[config.mk]
export PLATFORM = sky130hd
export DESIGN_NAME = spiral_index_to_grid_coord_core
export DESIGN_NICKNAME = d
export VERILOG_FILES = /design/src/rtl/core/spidx_pkg.sv /design/src/rtl/core/spiral_index_to_grid_coord_core.sv /design/src/rtl/core/spidx_sqrt.sv
export SDC_FILE = /design/constraint.sdc
export NUM_CORES = 2
export LEC_CHECK = 0
export BUFFER_PORTS_ARGS = -buffer_cell sky130_fd_sc_hd__buf_2
export CELL_PAD_IN_SITES_DETAIL_PLACEMENT = 1
export CELL_PAD_IN_SITES_GLOBAL_PLACEMENT = 1
export CORE_MARGIN = 1
export CORE_UTILIZATION = 35
export DETAILED_ROUTE_END_ITERATION = 6
export HOLD_SLACK_MARGIN = 0.06
export PLACE_DENSITY_LB_ADDON = 0.08
export SLEW_MARGIN = 20
export SYNTH_ARGS = -nofsm -noshare
export SYNTH_HDL_FRONTEND = slang
export SYNTH_SLANG_ARGS = --single-unit
export TNS_END_PERCENT = 10
[constraint.sdc]
create_clock -name clk -period 20.1 [get_ports clk]
set_input_delay 2.01 -clock clk [delete_from_list [all_inputs] [get_ports clk]]
set_output_delay 2.01 -clock clk [all_outputs]
set_load 0.01 [all_outputs]
[src/rtl/core/spidx_pkg.sv]
// Shared constants for the spiral index to grid coordinate core.
package spidx_pkg;

	// Default width of the grid side field.
	localparam int SIDE_BITS_DEF = 15;

	// Side of a ring that a position falls on, in spiral order.
	localparam logic [1:0] CHUNK_TOP    = 2'd0;
	localparam logic [1:0] CHUNK_LEFT   = 2'd1;
	localparam logic [1:0] CHUNK_BOTTOM = 2'd2;
	localparam logic [1:0] CHUNK_RIGHT  = 2'd3;

endpackage

[src/rtl/core/spiral_index_to_grid_coord_core.sv]
// Top level of the square spiral position to grid line and column converter.
// Each word carries an odd grid side and a 1-based spiral position and returns the 1-based line
// and column of that position, or zeros with the valid flag low when the side is even or the
// position lies outside the grid. The core takes one word every clock cycle unless the pipe is
// full behind a held output. It has SIDE_BITS stages of the square root, which
// resolves one root bit per stage, followed by five stages that round the ring up to odd, square
// it, locate the ring side and form the coordinates. Every stage stalls only when it is full and
// the stage after it cannot move, so bubbles are squeezed out while the output is held.
module spiral_index_to_grid_coord_core #(
	parameter int SIDE_BITS = spidx_pkg::SIDE_BITS_DEF
) (
	input  logic                                       clk,
	input  logic                                       arst_n,
	input  logic                                       s_tvalid,
	output logic                                       s_tready,
	// Fields from bit 0: side, position, zero padding.
	input  logic [((3*SIDE_BITS+7)/8)*8-1:0]           s_tdata,
	output logic                                       m_tvalid,
	input  logic                                       m_tready,
	// Fields from bit 0: line, column, zero padding.
	output logic [((2*SIDE_BITS+7)/8)*8-1:0]           m_tdata,
	// Fields from bit 0: valid_res.
	output logic                                       m_tuser
);

	localparam int PB    = 2 * SIDE_BITS;
	localparam int SW    = SIDE_BITS + 1;
	localparam int OUT_W = ((2*SIDE_BITS+7)/8)*8;

	// Square root pipeline.
	logic                 q_valid;
	logic                 q_ready;
	logic [SIDE_BITS-1:0] q_root;
	logic                 q_inexact;
	logic [SIDE_BITS-1:0] q_side;
	logic [PB-1:0]        q_pos;

	spidx_sqrt #(
		.SIDE_BITS(SIDE_BITS)
	) u_sqrt (
		.clk        (clk),
		.arst_n     (arst_n),
		.in_valid   (s_tvalid),
		.in_ready   (s_tready),
		.in_side    (s_tdata[SIDE_BITS-1:0]),
		.in_pos     (s_tdata[SIDE_BITS+PB-1:SIDE_BITS]),
		.out_valid  (q_valid),
		.out_ready  (q_ready),
		.out_root   (q_root),
		.out_inexact(q_inexact),
		.out_side   (q_side),
		.out_pos    (q_pos)
	);

	// Stage valids and the ready chain.
	logic v_s1, v_s2, v_s3, v_s4, v_s5;
	logic rdy_s1, rdy_s2, rdy_s3, rdy_s4, rdy_s5;

	assign rdy_s5  = ~v_s5 | m_tready;
	assign rdy_s4  = ~v_s4 | rdy_s5;
	assign rdy_s3  = ~v_s3 | rdy_s4;
	assign rdy_s2  = ~v_s2 | rdy_s3;
	assign rdy_s1  = ~v_s1 | rdy_s2;
	assign q_ready = rdy_s1;

	always_ff @(posedge clk or negedge arst_n) begin
		if (!arst_n) begin
			v_s1 <= 1'b0;
			v_s2 <= 1'b0;
			v_s3 <= 1'b0;
			v_s4 <= 1'b0;
			v_s5 <= 1'b0;
		end else begin
			if (rdy_s1) v_s1 <= q_valid;
			if (rdy_s2) v_s2 <= v_s1;
			if (rdy_s3) v_s3 <= v_s2;
			if (rdy_s4) v_s4 <= v_s3;
			if (rdy_s5) v_s5 <= v_s4;
		end
	end

	// Stage 1: ceiling root, raised to the next odd ring side.
	logic [SW-1:0]        ceil_root;
	logic [SW-1:0]        s_s1;
	logic [SIDE_BITS-1:0] side_s1;
	logic [PB-1:0]        pos_s1;

	assign ceil_root = SW'(q_root) + SW'(q_inexact);

	always_ff @(posedge clk) begin
		if (rdy_s1 && q_valid) begin
			s_s1    <= ceil_root | SW'(1);
			side_s1 <= q_side;
			pos_s1  <= q_pos;
		end
	end

	// Stage 2: square the inner ring and the grid side.
	logic [SW-1:0]        sm2;
	logic [2*SW-1:0]      inner_sq;
	logic [PB-1:0]        grid_sq;
	logic [PB-1:0]        sq_s2;
	logic [PB-1:0]        nsq_s2;
	logic [SW-1:0]        s_s2;
	logic [SW-1:0]        per_s2;
	logic [SIDE_BITS-1:0] side_s2;
	logic [PB-1:0]        pos_s2;

	assign sm2      = s_s1 - SW'(2);
	assign inner_sq = (2*SW)'(sm2) * (2*SW)'(sm2);
	assign grid_sq  = PB'(side_s1) * PB'(side_s1);

	always_ff @(posedge clk) begin
		if (rdy_s2 && v_s1) begin
			sq_s2   <= inner_sq[PB-1:0];
			nsq_s2  <= grid_sq;
			s_s2    <= s_s1;
			per_s2  <= s_s1 - SW'(1);
			side_s2 <= side_s1;
			pos_s2  <= pos_s1;
		end
	end

	// Stage 3: offset into the ring, range check and edge offsets.
	logic [PB-1:0]        ring_off;
	logic [SW-1:0]        gap;
	logic [SIDE_BITS-1:0] oe;
	logic                 ok_now;
	logic [PB-1:0]        off_s3;
	logic [SW-1:0]        per_s3;
	logic [SW+1:0]        per3_s3;
	logic                 ok_s3;
	logic                 center_s3;
	logic [SIDE_BITS-1:0] c_s3;
	logic [SIDE_BITS-1:0] oc_s3;
	logic [SIDE_BITS-1:0] hi_s3;
	logic [SIDE_BITS-1:0] lo_s3;

	assign ring_off = pos_s2 - sq_s2 - PB'(1);
	assign gap      = SW'(side_s2) - s_s2;
	assign oe       = gap[SW-1:1];
	assign ok_now   = side_s2[0] && (pos_s2 != '0) && (pos_s2 <= nsq_s2);

	always_ff @(posedge clk) begin
		if (rdy_s3 && v_s2) begin
			off_s3    <= ring_off;
			per_s3    <= per_s2;
			per3_s3   <= (SW+2)'(per_s2) + (SW+2)'({per_s2, 1'b0});
			ok_s3     <= ok_now;
			center_s3 <= (pos_s2 == PB'(1));
			c_s3      <= (side_s2 >> 1) + SIDE_BITS'(1);
			oc_s3     <= s_s2[SW-1:1];
			hi_s3     <= side_s2 - SIDE_BITS'(1) - oe;
			lo_s3     <= oe + SIDE_BITS'(2);
		end
	end

	// Stage 4: pick the ring side by three parallel subtractions.
	logic [PB:0]          d0, d1, d2, d3;
	logic [1:0]           chunk_now;
	logic [PB:0]          cpos_now;
	logic [1:0]           chunk_s4;
	logic [SIDE_BITS-1:0] cpos_s4;
	logic                 ok_s4;
	logic                 center_s4;
	logic [SIDE_BITS-1:0] c_s4;
	logic [SIDE_BITS-1:0] cpc_s4;
	logic [SIDE_BITS-1:0] cmc_s4;
	logic [SIDE_BITS-1:0] hi_s4;
	logic [SIDE_BITS-1:0] lo_s4;

	assign d0 = (PB+1)'(off_s3);
	assign d1 = d0 - (PB+1)'(per_s3);
	assign d2 = d0 - (PB+1)'({per_s3, 1'b0});
	assign d3 = d0 - (PB+1)'(per3_s3);

	always_comb begin
		if (!d3[PB]) begin
			chunk_now = spidx_pkg::CHUNK_RIGHT;
			cpos_now  = d3;
		end else if (!d2[PB]) begin
			chunk_now = spidx_pkg::CHUNK_BOTTOM;
			cpos_now  = d2;
		end else if (!d1[PB]) begin
			chunk_now = spidx_pkg::CHUNK_LEFT;
			cpos_now  = d1;
		end else begin
			chunk_now = spidx_pkg::CHUNK_TOP;
			cpos_now  = d0;
		end
	end

	always_ff @(posedge clk) begin
		if (rdy_s4 && v_s3) begin
			chunk_s4  <= chunk_now;
			cpos_s4   <= cpos_now[SIDE_BITS-1:0];
			ok_s4     <= ok_s3;
			center_s4 <= center_s3;
			c_s4      <= c_s3;
			cpc_s4    <= c_s3 + oc_s3;
			cmc_s4    <= c_s3 - oc_s3;
			hi_s4     <= hi_s3;
			lo_s4     <= lo_s3;
		end
	end

	// Stage 5: form line and column, zero them for an invalid word.
	logic [SIDE_BITS-1:0] down;
	logic [SIDE_BITS-1:0] up;
	logic [SIDE_BITS-1:0] line_now;
	logic [SIDE_BITS-1:0] col_now;
	logic [SIDE_BITS-1:0] line_s5;
	logic [SIDE_BITS-1:0] col_s5;
	logic                 ok_s5;

	assign down = hi_s4 - cpos_s4;
	assign up   = lo_s4 + cpos_s4;

	always_comb begin
		case (chunk_s4)
			spidx_pkg::CHUNK_TOP: begin
				line_now = cpc_s4;
				col_now  = down;
			end
			spidx_pkg::CHUNK_LEFT: begin
				line_now = down;
				col_now  = cmc_s4;
			end
			spidx_pkg::CHUNK_BOTTOM: begin
				line_now = cmc_s4;
				col_now  = up;
			end
			default: begin
				line_now = up;
				col_now  = cpc_s4;
			end
		endcase
		if (!ok_s4) begin
			line_now = '0;
			col_now  = '0;
		end else if (center_s4) begin
			line_now = c_s4;
			col_now  = c_s4;
		end
	end

	always_ff @(posedge clk) begin
		if (rdy_s5 && v_s4) begin
			line_s5 <= line_now;
			col_s5  <= col_now;
			ok_s5   <= ok_s4;
		end
	end

	assign m_tvalid = v_s5;
	assign m_tdata  = OUT_W'({col_s5, line_s5});
	assign m_tuser  = ok_s5;

	// An invalid word reports the origin.
	assert property (@(posedge clk) disable iff (!arst_n)
		m_tvalid && !m_tuser |-> (line_s5 == '0) && (col_s5 == '0))
		else $error("invalid word with nonzero coordinates");

	// A valid word always lands inside the grid, so both coordinates are nonzero.
	assert property (@(posedge clk) disable iff (!arst_n)
		m_tvalid && m_tuser |-> (line_s5 != '0) && (col_s5 != '0))
		else $error("valid word with a zero coordinate");

	// The input side only stalls when the whole pipe is full behind a blocked output.
	assert property (@(posedge clk) disable iff (!arst_n)
		!s_tready |-> m_tvalid && !m_tready)
		else $error("input stalled while the output could move");

endmodule

[src/rtl/core/spidx_sqrt.sv]
// Pipelined integer square root, one result bit per stage, with side data carried along.
module spidx_sqrt #(
	parameter int SIDE_BITS = spidx_pkg::SIDE_BITS_DEF
) (
	input  logic                     clk,
	input  logic                     arst_n,
	input  logic                     in_valid,
	output logic                     in_ready,
	input  logic [SIDE_BITS-1:0]     in_side,
	input  logic [2*SIDE_BITS-1:0]   in_pos,
	output logic                     out_valid,
	input  logic                     out_ready,
	output logic [SIDE_BITS-1:0]     out_root,
	output logic                     out_inexact,
	output logic [SIDE_BITS-1:0]     out_side,
	output logic [2*SIDE_BITS-1:0]   out_pos
);

	localparam int PB = 2 * SIDE_BITS;
	localparam int RW = SIDE_BITS + 2;

	// Per-stage pipeline registers, indexed by stage.
	logic                 vld_s  [SIDE_BITS];
	logic [SIDE_BITS-1:0] root_s [SIDE_BITS];
	logic [RW-1:0]        rem_s  [SIDE_BITS];
	logic [SIDE_BITS-1:0] side_s [SIDE_BITS];
	logic [PB-1:0]        pos_s  [SIDE_BITS];
	logic                 rdy    [SIDE_BITS+1];

	assign rdy[SIDE_BITS] = out_ready;

	// Each stage brings down two radicand bits and decides one root bit.
	for (genvar k = 0; k < SIDE_BITS; k++) begin : g_stage
		logic                 prev_v;
		logic [SIDE_BITS-1:0] prev_root;
		logic [RW-1:0]        prev_rem;
		logic [SIDE_BITS-1:0] prev_side;
		logic [PB-1:0]        prev_pos;
		logic [RW:0]          cand;
		logic [RW:0]          trial;
		logic [RW:0]          diff;
		logic                 take;

		if (k == 0) begin : g_first
			assign prev_v    = in_valid;
			assign prev_root = '0;
			assign prev_rem  = '0;
			assign prev_side = in_side;
			assign prev_pos  = in_pos;
		end else begin : g_next
			assign prev_v    = vld_s[k-1];
			assign prev_root = root_s[k-1];
			assign prev_rem  = rem_s[k-1];
			assign prev_side = side_s[k-1];
			assign prev_pos  = pos_s[k-1];
		end

		assign cand  = {prev_rem[RW-2:0], prev_pos[2*(SIDE_BITS-1-k)+1 -: 2]};
		assign trial = {1'b0, prev_root, 2'b01};
		assign diff  = cand - trial;
		assign take  = (cand >= trial);

		assign rdy[k] = ~vld_s[k] | rdy[k+1];

		always_ff @(posedge clk or negedge arst_n) begin
			if (!arst_n) begin
				vld_s[k] <= 1'b0;
			end else if (rdy[k]) begin
				vld_s[k] <= prev_v;
			end
		end

		always_ff @(posedge clk) begin
			if (rdy[k] && prev_v) begin
				root_s[k] <= {prev_root[SIDE_BITS-2:0], take};
				rem_s[k]  <= take ? diff[RW-1:0] : cand[RW-1:0];
				side_s[k] <= prev_side;
				pos_s[k]  <= prev_pos;
			end
		end
	end

	assign in_ready    = rdy[0];
	assign out_valid   = vld_s[SIDE_BITS-1];
	assign out_root    = root_s[SIDE_BITS-1];
	assign out_inexact = |rem_s[SIDE_BITS-1];
	assign out_side    = side_s[SIDE_BITS-1];
	assign out_pos     = pos_s[SIDE_BITS-1];

endmodule

# After elaboration in Yosys (flattened, before gate mapping)
# Memories as Yosys holds them, arrays and structs flattened. A register that Yosys moved wholly into a read port is not among the register bits.
# Index checks and enable logic that the tools add are counted.
[totals]
regBits = 422
latch_bits = 0
ram_bits = 1155
romBits = 0
input_bits = 52
wordCells = 227
n_memories = 4
[classes]
addsub = 33
multipliers = 2
div_mod_pow = 0
order_cmp = 16
eq_ne = 3
shift = 0
mux = 54
bitwise_logic = 40
n_reduce_logical = 26
[memory_table]
columns = ["memory", "depth", "word_bits", "rd", "rd_ports_with_merged_regs", "write_ports", "line_no", "rtl"]
rows = [
  ["u_sqrt.pos_s", 15, 30, 15, 1, 15, "spidx_sqrt.sv:27", "logic [PB-1:0] pos_s [SIDE_BITS];"],
  ["u_sqrt.rem_s", 15, 17, 15, 0, 15, "spidx_sqrt.sv:25", "logic [RW-1:0] rem_s [SIDE_BITS];"],
  ["u_sqrt.root_s", 15, 15, 15, 0, 15, "spidx_sqrt.sv:24", "logic [SIDE_BITS-1:0] root_s [SIDE_BITS];"],
  ["u_sqrt.side_s", 15, 15, 15, 1, 15, "spidx_sqrt.sv:26", "logic [SIDE_BITS-1:0] side_s [SIDE_BITS];"],
]
[op_table]
columns = ["operator", "count"]
rows = [
  ["2-to-1 mux 17 bit", 15],
  [">= comparator 18 x 17 -> 1 bit", 14],
  ["subtractor 17 bit", 14],
  ["case mux 15 bit (3 select lines)", 2],
  ["2-to-1 mux 15 bit", 5],
  ["subtractor 15 bit", 3],
  ["2-to-1 mux 1 bit", 32],
  ["subtractor 30 x 16 -> 31 bit", 1],
  ["subtractor 30 x 17 -> 31 bit", 1],
  ["subtractor 30 x 18 -> 31 bit", 1],
  ["adder 15 bit", 2],
  ["== test 30 x 1 -> 1 bit, second input constant", 1],
  ["less-or-equal comparator 30 bit", 1],
  ["multiplier 15 x 15 -> 30 bit", 1],
  ["multiplier 16 x 16 -> 30 bit", 1],
  ["nonzero test 30 bit", 1],
  ["subtractor 30 x 1 -> 30 bit, second input constant", 1],
  ["subtractor 30 bit", 1],
  ["logical AND 1 bit", 22],
  ["inverter 1 bit", 20],
  ["OR 1 bit", 20],
  ["adder 16 x 17 -> 18 bit", 1],
  ["OR reduction 17 bit", 1],
  ["adder 15 x 1 -> 16 bit", 1],
  ["12 further kinds", 12],
]

# Longest topological paths before layout
[logic_depth]
word_depth = 24
mapped_depth = 31

# Cells and area by module
# From an unflattened synthesis, not the netlist that was laid out.
[unflattened]
hier_cells = 5992
area_unflattened_um2 = 77294.1
[modules_own_cells]
columns = ["module", "instances", "cells_per_inst", "area_each_um2"]
rows = [
  ["spidx_sqrt", 1, 2472, 40261.1],
  ["spiral_index_to_grid_coord_core", 1, 3520, 37033.0],
]

# Least setup slack after synthesis
# Ideal clock, no wire load.
[synth_timing]
path_type = "input to register"
start = "input port m_tready"
end = "memory u_sqrt.pos_s[6][0] (netlist bit), enable pin"
setup_ns = 0.598
arrival_ns = 7.564
setup_slack_ns = 11.937
cell_stages = 7
path_buffers = 0
path_cell_list = "nor2b_1 > nand3_1 > nor2_1 > and2_1 > nand2_1 > nor2_1 > a21boi_0"
[synth_rtl]
columns = ["item", "line_no", "rtl"]
rows = [
  ["start, declared", "spiral_index_to_grid_coord_core.sv:19", "input logic m_tready,"],
  ["end, declared", "spidx_sqrt.sv:27", ""],
]

# Worst setup path after layout
[layout_timing]
start = "register s_s1[1]"
end = "register sq_s2[29], data pin"
[layout_via]
elab_chain_len = 2
[layout_lines]
columns = ["item", "line_no", "rtl"]
rows = [
  ["start, declared", "spiral_index_to_grid_coord_core.sv:84", "logic [SW-1:0] s_s1;"],
  ["start signal, assigned", "spiral_index_to_grid_coord_core.sv:92", "s_s1 <= ceil_root | SW'(1);"],
  ["subtractor 16 x 2 -> 16 bit", "spiral_index_to_grid_coord_core.sv:109", "assign sm2 = s_s1 - SW'(2);"],
  ["multiplier 16 x 16 -> 30 bit", "spiral_index_to_grid_coord_core.sv:110", "assign inner_sq = (2*SW)'(sm2) * (2*SW)'(sm2);"],
  ["named net inner_sq[29]", "spiral_index_to_grid_coord_core.sv:100", "logic [2*SW-1:0] inner_sq;"],
  ["end signal, assigned", "spiral_index_to_grid_coord_core.sv:115", "sq_s2 <= inner_sq[PB-1:0];"],
  ["end, declared", "spiral_index_to_grid_coord_core.sv:102", "logic [PB-1:0] sq_s2;"],
]
# The timed path passes the listed nets, and every way through them passes these cells.
# A chain may end at the register's enable or synchronous reset.

==> results.ini <==
[cells_and_area]
nets = 6912
area_delta_synth_final_pct = 12.9
drive_above_1_share_pct = 8.88
final_common_cell = edfxtp_1
most-common-layout-cells = edfxtp_1 (1428), inv_1 (750), ha_1 (522)
fin_util_pct = 39.9

[sta]
rsz0062_at_grt = false
slew_headroom_pct = 27.4
tightest_slew_ns = 1.09
drv_slew = 0
fin_crit_ns = 9.36
finalCritPeriodShare_pct = 46.6
finalClockSkew_ns = 0.0650
max_freq_mhz = 107
final_hold_viol_count = 0
layout_setup_ws_ns = 10.74
totalNegativeSetupSlack_ns = 0
fin_hold_ws_ns = 0.366
finalSetupViolCount = 0

[setup_path]
r2r-start = s_s1[1]$_DFFE_PP_
max_stage_delay_ns = 0.79
cp-start-kind = flop
crit_required_ns = 20.65
cpMaxStageDelayCell = xor2_2
cp_data_arrival_time_ns = 9.91
startpoint = s_s1[1]$_DFFE_PP_
path_max_fanout = 11
critPathBufInv = 8
end_kind = flop
crit_family = adder cells
path_common_cell = inv_1
rr_worst_depth = 28
critPathKind = reg2reg
crit_cells = 28

[synth]
netlist_top_cells_area = edfxtp_1 (56%), ha_1 (8.6%), fa_1 (8.2%)
synth_top_area_share_pct = 56.3
synth_cell_types = 99
synth-compound-area-share_pct = 7.50
synth_edf_count = 1428
seq_area_frac_synth_pct = 57.0
synth_top_family_by_area = adder cells
synth-xor-area-share_pct = 4.55
syn_area_sq_um = 76200
synth_warnings = 0
yosysTopAreaCell = edfxtp_1
ys_ff_latch = 1448
synth-main-ff-cell = edfxtp_1
synthAdderAreaFrac_pct = 16.8
avgSynthCellArea_sq_um = 13.2
synthArstFlopShare_pct = 1.38
synth_mux_area_share_pct = 1.55
synthSimpleGateAreaFrac_pct = 8.53
synth_cells = 5791

[clocking]
insertion_delay_ns = 0.82
cts_max_level = 4
numCtsBuffers = 167
cts_tree = built
clkTransAtPathRegs_ns = 0.06
clockBufferDepth = 3
ctsHoldBuffers = 0
post_cts_resized = 0
cts.sinks = 1448
cts_root_buf = clkbuf_16
postCtsSetupBuffers = 0

[min_path]
hold_class = reg2reg
hold_path_startpoint = u_sqrt.side_s[10][13]$_DFFE_PP_
worst_hold_path.num_cells = 0

[drt]
num_vias = 43800
ant_nets = 0
drtPass1Iterations = 5
drc = 0
routed_wirelength_microns = 180000
drt-initial-drc-count = 1770
viasPerCell = 4.87
wire_per_inst_microns = 20.0

[placed_design]
pre_cts_ws_ns = 10.68
routabilityCongestion = 0.828
io_buffers = 81
dp_hpwl_microns = 137000

[floorplan]
core_area_sq_um = 215000
dieWidth_microns = 468
io_pins = 87
initial_core_util_pct = 35.3
fp-row-count = 170
die-area_sq_um = 219000
die_h_microns = 468

[grt]
grtUsageTotal_pct = 16.7
grt_overflow_total = 0
grt_pass1_vias = 47900
antenna_found_initial = 3
grt_max_degree = 72
grt_first_pass_wirelength_microns = 279000

[outcome]
status = finished clean

[job]
cap_violations = 0

## layout make-up
| cell class | instances | area (sq um) |
|---|---|---|
| Clock inverter | 106 | 1270 |
| Tap cell | 2838 | 3550 |
| Timing Repair Buffer | 136 | 822 |
| Multi-Input combinational cell | 3510 | 29800 |
| Sequential cell | 1448 | 43400 |
| Fill cell | 22400 | 130000 |
| Clock buffer | 194 | 4300 |
| Antenna cell | 1 | 2.50 |
| Inverter | 764 | 2870 |
## path summary, 6_finish.rpt
kind	end	slack, ns
min in group asynchronous	u_sqrt.g_stage[12].prev_v$_DFFE_PN0P_	1.23
max in group asynchronous	v_s2$_DFFE_PN0P_	18.45
worst max-delay path	sq_s2[29]$_DFFE_PP_	10.74
worst min-delay path	u_sqrt.side_s[11][13]$_DFFE_PP_	0.37
worst min register to register	u_sqrt.side_s[11][13]$_DFFE_PP_	0.37
worst max register to register	sq_s2[29]$_DFFE_PP_	10.74
## metal layers
metal,GRT usage (%),share of wire [%],up-vias
met3,2.29,2.7,245
met2,30.1,51,475
met5,0,0,-
met4,4.94,2.6,0
li1,-,-,21000
met1,20.6,44,22000
## flip-flops by register name, summed over array words and instances, names as in the netlist, 16 cells and up
register / flops
u_sqrt.pos_s: 450
u_sqrt.rem_s: 225
u_sqrt.side_s: 225
u_sqrt.root_s: 120
off_s3: 30
pos_s1: 30
pos_s2: 30
nsq_s2: 29
sq_s2: 28
per3_s3: 16
## stage by stage
stage	area (sq um)	instances
2_1_floorplan	76200	5794
3_3_place_gp	80400	8695
3_5_place_dp	80400	8695
4_1_cts	85900	8995
5_1_grt	86000	8997
6_report	86000	8997
## synthesized netlist by cell type, types with 49 or more instances
cell	instances
edfxtp_1	1428
inv_1	750
ha_1	522
nor2_1	349
fa_1	311
nand2_1	292
a21oi_1	262
xnor2_1	262
o21ai_0	185
xor2_1	121
a21o_1	96
nor3_1	95
and2_1	93
nand3_1	79
o21a_1	76
nor2b_1	66
nand2b_1	63
clkbuf_1	62
mux2_2	52
nand4_1	49
## kinds of logic (layout without fill, tap and decap cells)
logic type | Yosys count | in the layout
and+or+nand+nor | 1303 | 1303
DFF | 1448 | 1448
other | 1 | 5
buffers and inverters | 836 | 1200
xor gates and xnor gates | 388 | 388
muxes | 94 | 94
AOI/OAI and AO/OA | 888 | 888
adders and majority gates | 833 | 833
Power is not shown: default switching activity piles up to over one toggle a cycle in this logic, so the estimate is an artifact.
